$ cat config.mk
export PLATFORM = sky130hd
export DESIGN_NAME = sem_isqrt
export DESIGN_NICKNAME = d
export VERILOG_FILES = /design/src/rtl/sem_pkg.sv /design/src/rtl/sem_isqrt.sv
export SDC_FILE = /design/constraint.sdc
export NUM_CORES = 1
export LEC_CHECK = 0
export ABC_AREA = 0
export BUFFER_PORTS_ARGS = -buffer_cell sky130_fd_sc_hd__clkbuf_2
export CAP_MARGIN = 20
export CELL_PAD_IN_SITES_DETAIL_PLACEMENT = 1
export CELL_PAD_IN_SITES_GLOBAL_PLACEMENT = 1
export CORE_ASPECT_RATIO = 0.9
export CORE_MARGIN = 5
export CORE_UTILIZATION = 38
export CTS_CLUSTER_SIZE = 12
export DETAILED_ROUTE_END_ITERATION = 16
export PLACE_DENSITY = 0.78
export SLEW_MARGIN = 15
export SYNTH_ARGS = -nofsm -noshare
export SYNTH_HDL_FRONTEND = slang
export SYNTH_SLANG_ARGS = --single-unit
$ cat constraint.sdc
create_clock -name clk -period 3.7 [get_ports clk]
set_input_delay 0.185 -clock clk [delete_from_list [all_inputs] [get_ports clk]]
set_output_delay 0.185 -clock clk [all_outputs]
set_load 0.01 [all_outputs]
$ cat src/rtl/sem_pkg.sv
// Shared types and fixed field widths for the Sobel edge magnitude unit.
`timescale 1ns / 1ps
`default_nettype none

package sem_pkg;

    localparam int PIX_IN_BITS = 8;
    localparam int IW_BITS     = 11;
    localparam int IH_BITS     = 13;
    localparam int ROW_BITS    = 12;
    localparam int COL_BITS    = 10;
    localparam int MAG_BITS    = 11;
    localparam int APB_BITS    = 32;
    localparam int ADDR_BITS   = 3;

    // Register index, taken from the word part of the byte address
    typedef enum logic {
        REG_IMAGE_WIDTH  = 1'b0,
        REG_IMAGE_HEIGHT = 1'b1
    } cfg_reg_t;

    // Status of the iterative square root unit
    typedef struct packed {
        logic busy;
        logic ready;
    } sqrt_status_t;

endpackage

`default_nettype wire

$ cat src/rtl/sem_isqrt.sv
// Iterative integer square root, one result bit per cycle.
`timescale 1ns / 1ps
`default_nettype none

module sem_isqrt #(
    parameter int ROOT_BITS = 11
) (
    input  wire logic                       clk,
    input  wire logic                       rst_n,
    input  wire logic                       start,
    input  wire logic [2*ROOT_BITS-1:0]     radicand,
    output sem_pkg::sqrt_status_t           status,
    output logic      [ROOT_BITS-1:0]       root
);

    import sem_pkg::*;

    localparam int SqBits  = 2 * ROOT_BITS;
    localparam int RemBits = ROOT_BITS + 3;
    localparam int CntBits = $clog2(ROOT_BITS + 1);

    logic [SqBits-1:0]    rad_reg;
    logic [RemBits-1:0]   rem_reg;
    logic [ROOT_BITS-1:0] root_reg;
    logic [CntBits-1:0]   cnt_reg;
    logic                 busy_reg;
    logic                 ready_reg;

    logic [RemBits-1:0]   rem_shift;
    logic [RemBits-1:0]   trial;
    logic                 fits;

    // Bring down the next two radicand bits and try the next root bit
    assign rem_shift = {rem_reg[RemBits-3:0], rad_reg[SqBits-1 -: 2]};
    assign trial     = RemBits'({root_reg, 2'b01});
    assign fits      = (rem_shift >= trial);

    always_ff @(posedge clk or negedge rst_n)
    begin
        if (!rst_n)
        begin
            busy_reg  <= 1'b0;
            ready_reg <= 1'b0;
            cnt_reg   <= '0;
        end
        else if (start)
        begin
            busy_reg  <= 1'b1;
            ready_reg <= 1'b0;
            cnt_reg   <= CntBits'(ROOT_BITS);
        end
        else if (busy_reg)
        begin
            cnt_reg <= cnt_reg - CntBits'(1);
            if (cnt_reg == CntBits'(1))
            begin
                busy_reg  <= 1'b0;
                ready_reg <= 1'b1;
            end
        end
    end

    always_ff @(posedge clk)
    begin
        if (start)
        begin
            rad_reg  <= radicand;
            rem_reg  <= '0;
            root_reg <= '0;
        end
        else if (busy_reg)
        begin
            rad_reg  <= {rad_reg[SqBits-3:0], 2'b00};
            rem_reg  <= fits ? (rem_shift - trial) : rem_shift;
            root_reg <= {root_reg[ROOT_BITS-2:0], fits};
        end
    end

    assign status.busy  = busy_reg;
    assign status.ready = ready_reg;
    assign root         = root_reg;

endmodule

`default_nettype wire

Yosys cells after proc, flatten, opt, wreduce, memory -nomap -nowiden
Index checks and enable logic that the tools add are counted.
- register bits: 51
- input bits: 25
- output and inout port bits: 13
- logic and storage cells: 24
- add/sub/neg operators: 2
- order comparisons: 1
- equal/unequal tests: 1
- multiplexer cells: 11
- reduce and logical (&&, ||, !) cells: 3
- operators with widths (kind ; count):
    two-way mux 22 bit ; 2
    >= comparator 14 x 13 -> 1 bit ; 1
    two-way mux 12 bit ; 1
    subtractor 12 bit ; 1
    two-way mux 4 bit ; 2
    two-way mux 1 bit ; 6
    equality test 4 x 1 -> 1 bit, second input constant ; 1
    nonzero test 2 bit ; 2
    subtractor 4 x 1 -> 4 bit, second input constant ; 1
    AND reduction 2 bit ; 1

Logic depth before layout (Yosys ltp)
Gate-level depths: netlist (run 1).
- word-level depth: 4
- mapped depth: 10
- depth with buffers taken out: 8

Least setup slack after synthesis (run 1)
OpenSTA, ideal clock, no wires.
- path kind: register -> register
- start point: register root_reg[7], in the netlist root[7]
- end point: register rem_reg[4]
- library setup time: 88 ps
- arrival time: 2077 ps
- required time: 3612 ps
- slack: 1535 ps
- cell stages (with the launch flop): 11
- path buffers: 2
- cells stage by stage: dfxtp_1 -> inv_1 -> ha_1 -> a21oi_2 -> o21ai_2 -> a2111oi_4 -> and2_1 -> buf_4 -> buf_6 -> nand2_1 -> a311oi_2
- longest elaborated chain between the ends: 2
- RTL lines (what ; RTL line ; text):
    start, declared ; sem_isqrt.sv:24 ; logic [ROOT_BITS-1:0] root_reg;
    start signal, assigned ; sem_isqrt.sv:75 ; root_reg <= {root_reg[ROOT_BITS-2:0], fits};
    >= comparator 14 x 13 -> 1 bit ; sem_isqrt.sv:36 ; assign fits = (rem_shift >= trial);
    two-way mux 12 bit ; sem_isqrt.sv:74 ; rem_reg <= fits ? (rem_shift - trial) : rem_shift;
    end signal, assigned ; sem_isqrt.sv:74 ;
    end, declared ; sem_isqrt.sv:23 ; logic [RemBits-1:0] rem_reg;
Every way passes these cells.
A chain may end at the register's enable or synchronous reset.

Worst setup path in the final report (run 1)
- start point: register root_reg[7], in the netlist root[7]
- end point: register rem_reg[1]
The elaborated chain is that of the path after synthesis.

==> qor.csv, run 1 <==
metric,value,unit
final_common_cell,clkbuf_2,
min_period,2.603,ns
pwr-share-clk,18.8,%
clk_pin_slew,0.10,ns
fp.dieH,91.11,µm
synth.distinct_cells,46,
required,3.90,ns
area_growth,13.11,%
syn-instance-count,268,
tightestPinTransition,0.8405,ns
grtUsageMet3,3.372,%
critPathKind,register to register,
setup_violations,0,
dieArea,9122,µm²
die_x,100.1,µm
dp_hpwl,4442,µm
cp_max_fo,15,
layout.cells.most_common_list,"clkbuf_2 (37), nor2_1 (29), nand2_1 (29)",
rsz0062_at_grt,no,
dp_cells,385,
ys_warn_count,0,
gp_congestion,0.8609,
wl_per_cell,15.14,µm
combPwrFrac,45.7,%
grt_pass1_vias,2057,
setup_tns,0,ns
portBuffers,37,
start_util,39.26,%
num_vias,1988,
drive_above_1_share,25.91,%
worstPathArrival,2.80,ns
diodes,0,
met1_usage,18.00,%
status,"finished, final reports clean",
drtIter0Drc,54,
tritoncts,yes,
use_met2,22.35,%
hold_viol,0,
grt_pass1_wl,10110,µm
final_nets,340,
fmax,384.2,MHz
netlist_area,2778,µm²
leakage,1.348,nW
period_share,70.35,%
synth-edff-count,22,
io_pins,38,
clock_latency,0.30,ns
cp-end-kind,register,
syn_nets,308,
grt_busiest_layer,met2,
drv_slew,0,
cts.sink_count,51,
drcViolationCount,0,
grt_start_max_net_pins,33,
core,7076,µm²
cts_max_level,2,
vdd_drop_max,235.6,µV
grt_use_total,13.44,%
pwr_density_cell,671.4,nW/µm²
avgSynthCellArea,10.36,µm²
vias_per_cell,5.046,
hold_ws,0.1573,ns
synth_seq_cells,51,
slowest_stage,and2_1,
cts_root_buf,clkbuf_8,
internal-power,1.312,mW
cts_buffers,5,
slew_headroom,43.97,%
cap_violations,0,
seq_area_frac_synth,45.77,%
hp-class,input pin to register,
cts_resized,0,
stdcell_count,394,
largest_register_ffs,22,
finalWirelength,5967,µm
grt.overflow.total,0,
ant_nets,0,
path_cells,inv_1 > ha_1 > a21oi_2 > o21ai_2 > a2111oi_4 > and2_1 > nor3_1 > a311o_1,
power.net_switching,797.2,µW
cts_buffer_depth,2,
num_rows,29,
async_flop_share,11.76,%
drt_first_pass_iters,4,
power,2.109,mW
seqPwrFrac,35.5,%
finClkSkew,0.005235,ns
critPathLaunchType,register,
synth_top_flop_cell,dfxtp_1,
swShare,37.79,%
max_stage_delay,0.53,ns
antenna_found_initial,0,
-- synth_stat cells (all sizes together), types with 4 or more instances --
cell    instances  area share (%)
a21oi          10             1.9
a311oi          7             3.1
buf             7             1.6
clkbuf          8             1.1
dfrtp           6             5.4
dfxtp          23              17
edfxtp         22              24
ha             15             6.8
inv            16             2.2
mux2           20             8.1
mux2i          10             3.6
nand2          29             3.9
nand2b          4            0.90
nand3           4            0.72
nor2           29             3.9
nor3            4            0.72
o21ai           5             1.0
o31ai           4             1.1
xnor2           9             2.8
xor2            4             1.3
-- critical path: cells and delay by family, from the launching register on --
family / cells / cell delay, ns
buffers and inverters: 1 / 0.06
adder cells (fa/ha/maj): 1 / 0.39
flip-flops: 1 / 0.37
AND/OR/NAND/NOR: 2 / 0.63
AO/OA/AOI/OAI: 4 / 1.04
-- per-stage QoR --
stage / cell area, µm² / util (%) / setup WS (ns)
finish: 3142 / 44.40 / 1.097
global route: 3142 / 44.40 / 0.8826
CTS: 3142 / 44.40 / 1.097
detailed placement: 3019 / 42.67 / 1.107
global placement: 3019 / 42.67 / 1.212
floorplan: 2778 / - / 1.535
-- cells by family (layout without fill, tap and decap cells) --
| logic type | count (synthesis) | after routing | share of synthesized area, % |
|---|---|---|---|
| compound gates | 42 | 42 | 12.48 |
| simple gates | 86 | 86 | 14.32 |
| fa+ha+maj | 15 | 15 | 6.757 |
| buf+inv | 31 | 64 | 4.865 |
| xor+xnor | 13 | 13 | 4.099 |
| mux | 30 | 30 | 11.71 |
| flops | 51 | 51 | 45.77 |
-- final timing paths --
kind | slack [ns] | cells past startpoint | start | to
max in group asynchronous | 3.32 | 2 | rst_n | busy_reg
setup / recovery | 1.10 | 8 | root[7] | rem_reg[1]
hold reg to reg | 0.51 | 2 | ready_reg | ready_reg
min in group asynchronous | 0.23 | 2 | rst_n | ready_reg
setup reg to reg | 1.10 | 8 | root[7] | rem_reg[1]
hold / removal | 0.16 | 2 | radicand[0] | rad_reg[0]
-- power groups by stage --
stage	Sequential (mW)	Combinational, mW	Clock [mW]
2_1_floorplan	0.740	0.807	0
3_3_place_gp	0.760	0.937	0
3_5_place_dp	0.764	0.963	0
4_1_cts	0.752	0.969	0.407
5_1_grt	0.761	1.09	0.433
6_report	0.749	0.963	0.397
-- what timing repair did --
| item | in CTS | in global routing |
|---|---|---|
| setup buffers | 0 | 0 |
| hold buffers | 1 | 0 |
| hold endpoints to repair | 6 | 0 |
-- area by class of cell --
| cell class | count | area (µm²) |
|---|---|---|
| Clock buffer | 5 | 68.82 |
| Clock inverter | 3 | 43.79 |
| Fill cell | 822 | 3934 |
| Inverter | 16 | 60.06 |
| Multi-Input combinational cell | 186 | 1371 |
| Sequential cell | 51 | 1271 |
| Tap cell | 93 | 116.4 |
| Timing Repair Buffer | 40 | 210.2 |
-- per-layer routing --
| metal | wire [µm] | share of wire [%] | vias to the layer above |
|---|---|---|---|
| met3 | 197 | 3.3 | 2 |
| met5 | 0 | 0 | - |
| met2 | 2980 | 50 | 28 |
| li1 | - | - | 1006 |
| met1 | 2779 | 47 | 952 |
| met4 | 10 | 0.17 | 0 |
Power figures use the tool's default switching activity.
==> inputs of run 2 (changes only) <==
--- a/config.mk
+++ b/config.mk
@@ -15,7 +15,7 @@
 export CORE_UTILIZATION = 38
 export CTS_CLUSTER_SIZE = 12
 export DETAILED_ROUTE_END_ITERATION = 16
-export PLACE_DENSITY = 0.78
+export PLACE_DENSITY = 0.81
 export SLEW_MARGIN = 15
 export SYNTH_ARGS = -nofsm -noshare
 export SYNTH_HDL_FRONTEND = slang
==> constraint.sdc (replaced) <==
create_clock -name clk -period 2.1 [get_ports clk]
set_input_delay 0.105 -clock clk [delete_from_list [all_inputs] [get_ports clk]]
set_output_delay 0.105 -clock clk [all_outputs]
set_load 0.01 [all_outputs]
==> run 2 against run 1 <==
Final cell count grew 11%. Power is 120% higher. Die area is the same. Via count is 13% higher. Cell area is 15% higher. Flip-flop and latch count stayed put. Register-to-register slack got worse by 1.0 ns. Fmax grew 27%. Sequential power rose by 76%. Hold slack worse by 0.084 ns. Clock-buffer cell count is the same. Critical endpoint is now rem_reg[11].
==> qor.csv, run 2 (same netlist as run 1, synthesis figures left out) <==
metric,value,unit,change
cts_buffers,5,,unchanged
drive_above_1_share,44.64,%,+19 points
hp-class,input pin to register,,
min_period,2.052,ns,-0.5514 ns
r2r_end,rem_reg[11],,
crit_start,root[0],,
diodes,0,,unchanged
tritoncts,yes,,
rr_startpoint,root[0],,
hold_ws,0.07343,ns,-0.08388 ns
cp_max_fo,4,,-11
critPathLaunchType,register,,
hold_viol,0,,unchanged
worstHoldPathCells,2,,unchanged
antenna_found_initial,0,,unchanged
ant_nets,0,,unchanged
grt_pass1_wl,11650,µm,+15%
status,"finished, final reports clean",,
layout.cells.most_common_list,"buf_4 (44), clkbuf_2 (37), nor2_1 (29)",,
leakage,1.573,nW,+17%
r2r_slack,0.05,ns,-1.05 ns
cp-end-kind,register,,
slowest_stage,dfxtp_1,,
cpLargestDelayFamily,compound AO/OA/AOI/OAI gates,,
worstPathArrival,2.28,ns,-0.52 ns
fillers,803,,-2.3%
finClkSkew,0.01411,ns,+0.008872 ns
cap_violations,0,,unchanged
rsz0062_at_grt,yes,,
max_stage_delay,0.35,ns,-0.18 ns
dp_slack,-0.1662,ns,-1.273 ns
pwr_density_cell,1251,nW/µm²,+86%
dp_hpwl,5231,µm,+18%
timing.final.ws_setup,0.04849,ns,-1.049 ns
grt.overflow.total,0,,unchanged
tightestPinTransition,0.5058,ns,-0.3347 ns
slew_headroom,66.28,%,+22 points
final_common_cell,buf_4,,
critPathKind,register to register,,
core,7076,µm²,unchanged
setup_violations,0,,unchanged
cts_buffer_depth,2,,unchanged
vdd_drop_max,553.8,µV,+140%
grt_start_max_net_pins,23,,-30%
reg2reg_depth,9,,+1
drv_slew,0,,unchanged
cts_root_buf,clkbuf_8,,
io_pins,38,,unchanged
num_rows,29,,unchanged
min_from,radicand[1],,
drt_first_pass_iters,4,,unchanged
path_cells,inv_1 > ha_4 > o211ai_1 > o21ai_1 > buf_4 > o2111ai_1 > nand2_1 > xnor2_1 > o31ai_1,,
vias_per_cell,5.142,,+1.9%
start_util,39.26,%,unchanged
drcViolationCount,0,,unchanged
die_x,100.1,µm,unchanged
clock_latency,0.31,ns,about the same
power,4.540,mW,+120%
critical_path_buf_inv_count,2,,+1
cts.sink_count,51,,unchanged
period_share,97.69,%,+27 points
min_to,rad_reg[1],,
final_nets,384,,+13%
wl_per_cell,16.61,µm,+9.7%
cts_max_level,2,,unchanged
gp_congestion,0.8370,,-2.8%
portBuffers,37,,unchanged
fp.dieH,91.11,µm,unchanged
fmax,487.4,MHz,+27%
setup_tns,0,ns,unchanged
finalWirelength,7275,µm,+22%
drtIter0Drc,69,,+28%
grt_pass1_vias,2411,,+17%
clk_pin_slew,0.11,ns,about the same
area_growth,30.63,%,
num_vias,2252,,+13%
largest_register_ffs,22,,unchanged
grt_use_total,15.69,%,+2.3 points
required,2.33,ns,-1.57 ns
dieArea,9122,µm²,unchanged
## run 2: cell types whose count changed in the layout (fill, tap and decap cells not counted), sizes merged
| cell | before | now |
|---|---|---|
| clkinv | 2 | 0 |
| and2 | 3 | 4 |
| buf | 2 | 45 |
| bufinv | 1 | 0 |
| inv | 16 | 18 |
| clkinvlp | 0 | 1 |
## run 2: report_power, final
group	switching [mW]	leakage (nW)	total [mW]	internal, mW
clock	0.366	0.0452	0.610	0.244
combinational	1.28	1.03	2.61	1.33
sequential	0.119	0.496	1.32	1.20
## run 2: stage by stage
| stage | area, µm² | util [%] | std cells |
|---|---|---|---|
| floorplan | 2796 | - | 268 |
| global placement | 3338 | 47.18 | 425 |
| detailed placement | 3338 | 47.18 | 425 |
| CTS | 3487 | 49.28 | 437 |
| global route | 3628 | 51.28 | 438 |
| finish | 3628 | 51.28 | 438 |
## run 2: area by class of cell
type	instances	area, µm²	share of cell area, %
Clock inverter	3	25.02	0.6897
Sequential cell	51	1282	35.34
Inverter	16	60.06	1.655
Clock buffer	5	68.82	1.897
Multi-Input combinational cell	187	1539	42.41
Timing Repair Buffer	83	536.8	14.79
Tap cell	93	116.4	3.207
## run 2: worst max path at each step
| stage | cells past startpoint | endpoint |
|---|---|---|
| after detailed placement | 8 | rem_reg[1] |
| after CTS | 7 | rem_reg[1] |
| after floorplan | 10 | rem_reg[4] |
| after global routing | 10 | rem_reg[11] |
| final | 9 | rem_reg[11] |
| after global placement | 8 | rem_reg[1] |
## run 2: metal layers
metal / share of wire (%) / global-route usage, %
met4: 1.3 / 3.704
met5: 0 / 0
met2: 49 / 26.49
met3: 4.1 / 3.372
met1: 45 / 20.48
## run 2: what timing repair did
item,CTS,global route
hold buffers,1,0
hold endpoints to repair,6,0
pin swaps,5,14
cloned,1,0
resized for setup,8,29
setup buffers,2,1
setup endpoints to repair,13,12
==> inputs of run 3 (changes only) <==
==> constraint.sdc (replaced) <==
create_clock -name clk -period 2.1 [get_ports clk]
set_input_delay 0.315 -clock clk [delete_from_list [all_inputs] [get_ports clk]]
set_output_delay 0.315 -clock clk [all_outputs]
set_load 0.01 [all_outputs]
==> run 3 against run 2 <==
Die area stayed put. Clock skew down 0.0053 ns. Power is 1.6% higher. Flip-flop and latch count stayed put. Critical endpoint is now rem_reg[10]. Largest power group unchanged.
==> qor.csv, run 3 (same netlist as run 1, synthesis figures left out) <==
metric,value,unit,change
power.net_switching,1.826,mW,+3.7%
diodes,0,,unchanged
vias_per_cell,5.300,,+3.1%
vdd_drop_max,561.1,µV,+1.3%
drive_above_1_share,45.82,%,+1.2 points
final_common_cell,buf_4,,
worstPathArrival,2.36,ns,+0.08 ns
leakage,1.587,nW,+0.90%
tritoncts,yes,,
cts_root_buf,clkbuf_8,,
wl_per_cell,18.21,µm,+9.6%
critPathKind,register to register,,
r2r_end,rem_reg[10],,
cts.sink_count,51,,unchanged
drcViolationCount,0,,unchanged
cts_buffer_depth,2,,unchanged
hold_viol,0,,unchanged
period_share,99.78,%,+2.1 points
portBuffers,37,,unchanged
crit_start,root[7],,
critPathLaunchType,register,,
drv_slew,0,,unchanged
largest_register_ffs,22,,unchanged
r2r_slack,0.005,ns,-0.04 ns
status,"finished, final reports clean",,
slowest_stage,a2111oi_4,,
die_x,100.1,µm,unchanged
start_util,39.26,%,unchanged
drtIter0Drc,103,,+49%
setup_violations,0,,unchanged
ant_nets,0,,unchanged
cts_max_level,2,,unchanged
area_growth,31.44,%,
layout.cells.most_common_list,"buf_4 (46), clkbuf_2 (37), nor2_1 (29)",,
swShare,39.57,%,+0.77 points
seqPwrFrac,28.6,%,-0.5 points
reg2reg_depth,9,,unchanged
rr_startpoint,root[7],,
min_period,2.095,ns,+0.04390 ns
path_cells,inv_1 > ha_4 > a21oi_4 > o21ai_4 > a2111oi_4 > nand2_1 > buf_4 > o31ai_2 > a31o_2,,
antenna_found_initial,0,,unchanged
core,7076,µm²,unchanged
placed_area,3353,µm²,+0.45%
grt_pass1_wl,11740,µm,+0.70%
required,2.36,ns,+0.03 ns
combPwrFrac,57.7,%,+0.2 points
design_area,3651,µm²,+0.62%
hold_ws,0.2790,ns,+0.2056 ns
dp_hpwl,5327,µm,+1.8%
finalWirelength,8012,µm,+10%
clock_latency,0.31,ns,about the same
fmax,477.2,MHz,-2.1%
pwr-share-clk,13.7,%,+0.3 points
tightestPinTransition,0.5227,ns,+0.01690 ns
slew_headroom,65.15,%,-1.1 points
pwr_density_cell,1264,nW/µm²,+1.0%
grt.overflow.total,0,,unchanged
cap_violations,0,,unchanged
grt_start_max_net_pins,23,,unchanged
dieArea,9122,µm²,unchanged
clk_pin_slew,0.11,ns,about the same
final_nets,386,,+0.52%
drt_first_pass_iters,4,,unchanged
cts_buffers,5,,unchanged
fp.dieH,91.11,µm,unchanged
cp_max_fo,4,,unchanged
grt_pass1_vias,2479,,+2.8%
num_rows,29,,unchanged
io_pins,38,,unchanged
max_stage_delay,0.40,ns,+0.05 ns
gp_congestion,0.8421,,+0.61%
cp-end-kind,register,,
internal-power,2.788,mW,+0.35%
grt_use_total,15.73,%,+0.035 points
num_vias,2332,,+3.6%
hp-class,input pin to register,,
critPathCapture,rem_reg[10],,
finClkSkew,0.008772,ns,-0.005335 ns
==> run 3: worst min-delay path by stage <==
| stage | start | end | slack [ns] | cells past startpoint |
|---|---|---|---|---|
| 3_5_place_dp | rst_n | cnt_reg[0] | 0.15 | 1 |
| 2_1_floorplan | rst_n | busy_reg | 0.02 | 0 |
| 4_1_cts | radicand[0] | rad_reg[0] | 0.28 | 2 |
| 6_report | radicand[1] | rad_reg[1] | 0.28 | 2 |
| 5_1_grt | radicand[1] | rad_reg[1] | 0.28 | 2 |
| 3_3_place_gp | rst_n | ready_reg | 0.15 | 1 |
==> run 3: repair_timing <==
item                                   in CTS  in global routing
gates cloned                                0                  1
setup buffers                               0                  3
endpoints found under the hold margin       6                  0
pin swaps                                   0                 12
hold buffers                                1                  0
resized for setup                           2                 36
setup endpoints to repair                  12                 13
==> run 3: area by class of cell <==
class,count,area (µm²)
Fill cell,805,3425
Multi-Input combinational cell,187,1541
Sequential cell,51,1285
Timing Repair Buffer,85,551.8
Tap cell,93,116.4
Clock buffer,5,68.82
Inverter,16,60.06
Clock inverter,3,27.53
==> run 3: per-stage QoR <==
stage	total power, mW	util, %	setup WS [ns]	setup TNS, ns	cells
floorplan	2.750	-	0.01192	0	268
global placement	3.401	47.39	-0.07337	-0.09591	427
detailed placement	3.520	47.39	-0.1790	-1.306	427
CTS	4.193	48.93	-0.02169	-0.02169	436
global route	4.896	51.60	-0.1049	-0.5475	440
finish	4.614	51.60	0.004592	0	440
==> run 3: worst max-delay path, delay by kind of cell, from the launching register on <==
family	cells	cell delay, ns
AOI/OAI and AO/OA	5	0.99
adders and majority gates	1	0.26
buffers and inverters	2	0.26
DFF	1	0.36
and+or+nand+nor	1	0.17
==> run 3: power groups by stage <==
| stage | registers [mW] | clock network (mW) | logic [mW] |
|---|---|---|---|
| after global placement | 1.30 | 0 | 2.10 |
| after floorplan | 1.31 | 0 | 1.44 |
| after global routing | 1.34 | 0.680 | 2.88 |
| final | 1.32 | 0.630 | 2.66 |
| after CTS | 1.29 | 0.647 | 2.25 |
| after detailed placement | 1.31 | 0 | 2.21 |
==> run 3: metal layers <==
layer | global-route usage [%] | vias up | part of all wire, %
met1 | 19.62 | 1163 | 43
met2 | 27.92 | 56 | 52
met4 | 3.591 | 0 | 1.7
met5 | 0 | - | 0
met3 | 2.989 | 14 | 4.1
li1 | - | 1099 | -
